`src/rtl/fxalu_mul.sv`:
```
// pipelined magnitude multiplier built from four 16x16 partial products
`default_nettype none
module fxalu_mul (
	input  wire logic        clk,
	input  wire logic [31:0] a,
	input  wire logic [31:0] b,
	output logic      [63:0] p
);
	logic [31:0] ll_s1, lh_s1, hl_s1, hh_s1;
	logic [63:0] sum_s2, p_s3;

	always_ff @(posedge clk) begin
		ll_s1  <= a[15:0] * b[15:0];
		lh_s1  <= a[15:0] * b[31:16];
		hl_s1  <= a[31:16] * b[15:0];
		hh_s1  <= a[31:16] * b[31:16];
		sum_s2 <= {hh_s1, ll_s1} + {15'd0, {1'b0, lh_s1} + {1'b0, hl_s1}, 16'd0};
		p_s3   <= sum_s2;
	end
	assign p = p_s3;
endmodule
`default_nettype wire

```
`config.mk`:
```
export PLATFORM = sky130hd
export DESIGN_NAME = fxalu_mul
export DESIGN_NICKNAME = d
export VERILOG_FILES = /design/src/rtl/fxalu_mul.sv
export SDC_FILE = /design/constraint.sdc
export NUM_CORES = 2
export LEC_CHECK = 0
export BUFFER_PORTS_ARGS = -buffer_cell sky130_fd_sc_hd__buf_4
export CAP_MARGIN = 20
export CORE_MARGIN = 3
export CORE_UTILIZATION = 50
export DETAILED_ROUTE_END_ITERATION = 8
export PLACE_DENSITY = 0.66
export SETUP_SLACK_MARGIN = 0.5
export SLEW_MARGIN = 20
export SYNTH_ARGS = -nofsm -noshare
export SYNTH_HDL_FRONTEND = slang
export SYNTH_SLANG_ARGS = --single-unit
```
`constraint.sdc`:
```
create_clock -name clk -period 6.6 [get_ports clk]
set_input_delay 0.33 -clock clk [delete_from_list [all_inputs] [get_ports clk]]
set_output_delay 0.33 -clock clk [all_outputs]
set_load 0.005 [all_outputs]
```
# Word-level counts from Yosys, hierarchy flattened
# Index checks and enable logic that the tools add are counted.
[word_totals]
regBits = 256
out_inout_bits = 64
wordCells = 12
[op_classes]
add_sub_neg = 2
mul = 4
[op_table]
columns = ["operator", "count"]
rows = [
  ["multiplier 16 x 16 -> 32 bit", 4],
  ["adder 64 x 49 -> 64 bit", 1],
  ["adder 32 x 32 -> 33 bit", 1],
]

# Logic depth before layout (Yosys ltp)
[logic_depth]
word_depth = 2
depth_mapped = 24
depth_no_buf = 22

# Least setup slack after synthesis
# OpenSTA, ideal clock, no wires.
[synth_path]
path_type = "input to register"
startpoint = "input port a[23]"
endpoint = "register hh_s1[28]"
setup_time_ps = 122
arrival_time_ps = 5828
required_time_ps = 6478
path_slack_ps = 650
stages = 22
cell_sequence = "clkbuf_1 > nand2_1 > fa_1 > inv_1 > fa_1 > inv_1 > fa_1 > inv_1 > fa_1 > fa_1 > inv_1 > fa_1 > inv_1 > ha_1 > nand3_1 > or3_1 > o21ai_1 > o31ai_1 > a21boi_1 > o2111ai_1 > a31o_2 > a311o_1"
[synth_between]
elab_chain_len = 1
[synth_rtl]
columns = ["element", "line", "text"]
rows = [
  ["from (decl)", "5", "input wire logic [31:0] a,"],
  ["multiplier 16 x 16 -> 32 bit", "16", "hh_s1 <= a[31:16] * b[31:16];"],
  ["to (signal assigned)", "16", ""],
  ["to (decl)", "9", "logic [31:0] ll_s1, lh_s1, hl_s1, hh_s1;"],
]
# Every way passes these cells.

# Worst setup path after layout
[layout_path]
startpoint = "input port a[20]"
endpoint = "register hh_s1[31]"
# The elaborated chain is that of the path after synthesis.

==> out/qor.log <==
qor: outcome.status complete, no violations
qor: flow_run.timing.max_cap.violations 0
qor: worst_setup_path.critical_path_class in2reg
qor: global_routing.first_global_vias 32800
qor: finish.synthToLayoutAreaGrowth 7.70%
qor: detailed_routing.drtAntennaViolNets 0
qor: logic_synthesis.synthesized_instance_count 4682
qor: timing.timing.setup.tns 0 ns
qor: timing.finalWorstSetupSlack 0.794 ns
qor: logic_synthesis.postSynthAreaPerCell 9.07 um2
qor: timing.finalWorstPathRequiredPeriod 5.81 ns
qor: logic_synthesis.sequential_element_share_of_the_synthesized_area 12.1%
qor: cts.maximum_clock_insertion_buffer_count 3
qor: global_routing.grt.total_usage 24.8%
qor: die.initial_utilization 50.7%
qor: worst_setup_path.timing.critical_path.arrival 6.32 ns
qor: worst_setup_path.worstPathCellList buf_4 -> nand2_1 -> fa_1 -> fa_1 -> inv_1 -> ha_1 -> inv_1 -> fa_1 -> inv_1 -> ha_1 -> fa_1 -> ha_1 -> a21o_1 -> a311oi_1 -> and4_1 -> nor3_1 -> o21ai_2 -> a21oi_1 -> o41a_1 -> or4_1 -> o311a_1
qor: die.core_area 83800 um2
qor: logic_synthesis.netlist_area 42500 um2
qor: logic_synthesis.synth-seq-cells 256
qor: global_routing.grt_antenna_before_repair 4
qor: cts.cts.hold.buffers_added 0
qor: cts.numCtsBuffers 31
qor: finish.share_of_cells_above_drive_strength_1 6.05%
qor: cts.clock_latency_on_the_worst_skew_pair 0.63 ns
qor: finish.final_nets 6028
qor: worst_setup_path.critical_path_cell_count 21
qor: worst_setup_path.r2r_slack 1.26 ns
qor: global_routing.grt_first_pass_wirelength 175000 um
qor: worst_setup_path.timing.critical_path.required 7.11 ns
qor: logic_synthesis.yosysWarnings 0
qor: detailed_routing.routed_wire_length_per_instance 18.0 um
qor: logic_synthesis.synth-main-ff-cell sky130_fd_sc_hd__dfxtp_1
qor: detailed_routing.drt_iter0_markers 1991
qor: worst_setup_path.worst-r2r-cell-count 19
qor: logic_synthesis.synth_enable_flop_cells 0
qor: place.placement.setup.worst_slack 0.140 ns
qor: worst_hold_path.hold_path.class in2reg
qor: worst_setup_path.worstSetupEndpointType register
qor: worst_setup_path.critical_path_buf_inv_count 4
qor: timing.worst-slew-pin-transition 1.01 ns
qor: die.dieArea 88400 um2
qor: place.post-dp-hpwl 83500 um
qor: timing.hold_viol 0
qor: finish.num-fill-cells 7772
qor: worst_setup_path.critical_path.startpoint a[20]
qor: detailed_routing.wirelength 106000 um
qor: timing.worst_clock_skew 0.0275 ns
qor: cts.clk_pin_slew 0.06 ns
qor: place.dpl.cell_count 5805
qor: die.die_x 297 um
qor: place.io_buffer_count 128
qor: detailed_routing.drt_pre_antenna_iters 5
qor: timing.slew_viol_final 0
qor: worst_setup_path.r2r-start hl_s1[8]
qor: worst_setup_path.critPathMostFrequentCell sky130_fd_sc_hd__fa_1
qor: timing.setup-violations-final 0
qor: detailed_routing.vias_per_cell 5.28
qor: global_routing.globalRoute.totalOverflow 0
qor: worst_setup_path.cp_max_fo 32
qor: timing.rsz0062_at_grt true
qor: worst_setup_path.family_of_cells_with_the_greatest_summed_delay_on_the_critical_path adder cells
qor: cts.numClockSinks 256
qor: detailed_routing.routed-via-count 31000
qor: logic_synthesis.synth_net_count 6006
qor: worst_setup_path.regToRegEndpoint sum_s2[60]
qor: worst_setup_path.timing.critical_path.slowest_cell_delay 0.60 ns
qor: logic_synthesis.postSynth.asyncResetShare 0%
qor: die.row_count 106
qor: timing.timing.fmax 172 MHz
qor: timing.min_period_over_period 88.0%
qor: detailed_routing.total_drc_errors_in_the_routed_layout 0
qor: cts.cts_tree yes
qor: cts.cts.root.buffer_cell sky130_fd_sc_hd__clkbuf_16
qor: logic_synthesis.synth.distinct_cells 67
qor: cts.htreeDepth 1
qor: global_routing.grt_start_max_net_pins 33
qor: die.ports 129
qor: worst_setup_path.crit_path_end hh_s1[31]
qor: finish.layoutNonFillerInstCount 5864
qor: place.gp_routability_congestion 0.903
qor: die.die_h 297 um
qor: worst_setup_path.startpoint_class_of_the_critical_path primary input
qor: worst_setup_path.slowest_stage sky130_fd_sc_hd__a311oi_1
qor: timing.timing.max_slew.rel_slack 32.1%
## sequential cells by signal (all words and copies together) (netlist names)
signal,flops
hl_s1,32
hh_s1,32
ll_s1,32
lh_s1,32
p,64
sum_s2,64
## cell usage after synthesis, types with 3 or more instances
cell type / count / area (um2)
sky130_fd_sc_hd__nor2_1: 69 / 259
sky130_fd_sc_hd__xor2_1: 54 / 473
sky130_fd_sc_hd__a21boi_0: 5 / 37.5
sky130_fd_sc_hd__and3_1: 19 / 119
sky130_fd_sc_hd__a21o_1: 104 / 781
sky130_fd_sc_hd__nor2b_1: 15 / 93.8
sky130_fd_sc_hd__ha_1: 481 / 6020
sky130_fd_sc_hd__o31ai_1: 9 / 67.6
sky130_fd_sc_hd__a2111oi_0: 3 / 26.3
sky130_fd_sc_hd__and4_1: 8 / 70.1
sky130_fd_sc_hd__o21ai_1: 16 / 80.1
sky130_fd_sc_hd__nand3b_1: 3 / 22.5
sky130_fd_sc_hd__o2111ai_1: 4 / 35.0
sky130_fd_sc_hd__nand2_1: 615 / 2310
sky130_fd_sc_hd__a21oi_1: 153 / 766
sky130_fd_sc_hd__clkbuf_1: 218 / 818
sky130_fd_sc_hd__inv_1: 942 / 3540
sky130_fd_sc_hd__a41oi_1: 3 / 26.3
sky130_fd_sc_hd__o211ai_1: 12 / 90.1
sky130_fd_sc_hd__o21a_1: 11 / 82.6
sky130_fd_sc_hd__nand3_1: 36 / 180
sky130_fd_sc_hd__or3_1: 8 / 50.1
sky130_fd_sc_hd__o21ai_0: 53 / 265
sky130_fd_sc_hd__fa_1: 778 / 15600
sky130_fd_sc_hd__o31a_1: 3 / 26.3
sky130_fd_sc_hd__a31o_2: 8 / 70.1
sky130_fd_sc_hd__a31oi_1: 15 / 93.8
sky130_fd_sc_hd__nor4_1: 7 / 43.8
sky130_fd_sc_hd__or2_2: 5 / 31.3
sky130_fd_sc_hd__o22ai_1: 4 / 25.0
sky130_fd_sc_hd__xnor2_1: 130 / 1140
sky130_fd_sc_hd__o311a_1: 3 / 30.0
sky130_fd_sc_hd__o21bai_1: 23 / 173
sky130_fd_sc_hd__a311oi_1: 7 / 61.3
sky130_fd_sc_hd__nor3_1: 24 / 120
sky130_fd_sc_hd__nand2b_1: 15 / 93.8
sky130_fd_sc_hd__dfxtp_1: 256 / 5120
sky130_fd_sc_hd__a211o_1: 4 / 35.0
sky130_fd_sc_hd__a211oi_1: 11 / 82.6
sky130_fd_sc_hd__nand4_1: 22 / 138
sky130_fd_sc_hd__and2_1: 493 / 3080
## cells in the final DEF, fill, tap and decap left out, types with 5 or more instances in the layout
cell / count
sky130_fd_sc_hd__o211ai_1: 12
sky130_fd_sc_hd__nand2b_1: 15
sky130_fd_sc_hd__or3_1: 8
sky130_fd_sc_hd__inv_1: 942
sky130_fd_sc_hd__clkinv_4: 6
sky130_fd_sc_hd__xnor2_1: 130
sky130_fd_sc_hd__clkbuf_16: 31
sky130_fd_sc_hd__a311oi_1: 7
sky130_fd_sc_hd__a211oi_1: 11
sky130_fd_sc_hd__a21boi_0: 5
sky130_fd_sc_hd__ha_1: 481
sky130_fd_sc_hd__a31oi_1: 15
sky130_fd_sc_hd__xor2_1: 54
sky130_fd_sc_hd__or2_2: 5
sky130_fd_sc_hd__o21a_1: 11
sky130_fd_sc_hd__nand3_1: 36
sky130_fd_sc_hd__fa_1: 778
sky130_fd_sc_hd__nand2_1: 615
sky130_fd_sc_hd__buf_4: 207
sky130_fd_sc_hd__a21oi_1: 152
sky130_fd_sc_hd__and3_1: 19
sky130_fd_sc_hd__o31ai_1: 9
sky130_fd_sc_hd__and4_1: 8
sky130_fd_sc_hd__dfxtp_1: 256
sky130_fd_sc_hd__o21ai_0: 53
sky130_fd_sc_hd__nand4_1: 22
sky130_fd_sc_hd__a31o_2: 8
sky130_fd_sc_hd__o21ai_1: 15
sky130_fd_sc_hd__nor4_1: 7
sky130_fd_sc_hd__o21bai_1: 23
sky130_fd_sc_hd__nor2_1: 69
sky130_fd_sc_hd__a21o_1: 104
sky130_fd_sc_hd__and2_1: 493
sky130_fd_sc_hd__nor2b_1: 15
sky130_fd_sc_hd__inv_8: 5
sky130_fd_sc_hd__nor3_1: 24
## cell families (layout without fill, tap and decap cells)
kind of cell             count (synthesis)  in the layout  synth area share, %
AO/OA/AOI/OAI                          474            474                 7.24
XOR/XNOR                               184            184                 3.80
adder cells (fa/ha/maj)               1259           1259                 50.9
buffers and inverters                 1161           1208                 10.3
flip-flops                             256            256                 12.1
multiplexers                             1              1               0.0265
other                                    0              1                    0
AND/OR/NAND/NOR                       1347           1347                 15.7
## per-stage QoR
step	hold slack (ns)	utilization [%]	cell area, um2
after floorplan	0.310	-	42500
after global placement	0.310	53.2	44600
after detailed placement	0.312	53.2	44600
after CTS	0.153	54.5	45700
after global routing	0.182	54.6	45700
final	0.196	54.6	45700
## area by class of cell
| cell class | count | area, um2 | share of cell area, % |
|---|---|---|---|
| clock buffers | 35 | 801 | 1.75 |
| diodes | 1 | 2.50 | 0.00547 |
| clock inverters | 23 | 298 | 0.651 |
| multi-input cells | 3265 | 33000 | 72.1 |
| well taps | 1134 | 1420 | 3.10 |
| repair buffers | 208 | 1570 | 3.42 |
| flip-flops and latches | 256 | 5120 | 11.2 |
| inverters | 942 | 3540 | 7.73 |
## worst register-to-register path: cells and delay by family, from the launching register on
| kind | cells | cell delay, ns |
|---|---|---|
| flops | 1 | 0.31 |
| xor+xnor | 2 | 0.84 |
| fa+ha+maj | 2 | 0.72 |
| simple gates | 5 | 0.68 |
| compound gates | 10 | 2.70 |
## timing repair
action	CTS	global route
resized for setup	0	3
setup buffers	0	0
setup endpoints to repair	0	2
## layer usage
metal	global-route usage, %	vias to the layer above	part of all wire [%]
li1	-	14300	-
met1	35.0	15600	44
met2	40.3	884	46
met3	3.26	140	6.8
met4	6.51	0	2.8
met5	0	-	0
## worst min-delay path by stage
stage	end	slack [ns]	startpoint	cells past startpoint
6_report	ll_s1[0]	0.20	a[0]	2
5_1_grt	ll_s1[0]	0.18	a[0]	2
4_1_cts	ll_s1[0]	0.15	a[0]	2
3_5_place_dp	p[18]	0.31	sum_s2[18]	0
3_3_place_gp	p[32]	0.31	sum_s2[32]	0
2_1_floorplan	p[0]	0.31	sum_s2[0]	0
Power is not shown: default switching activity piles up to over one toggle a cycle in this logic, so the estimate is an artifact.
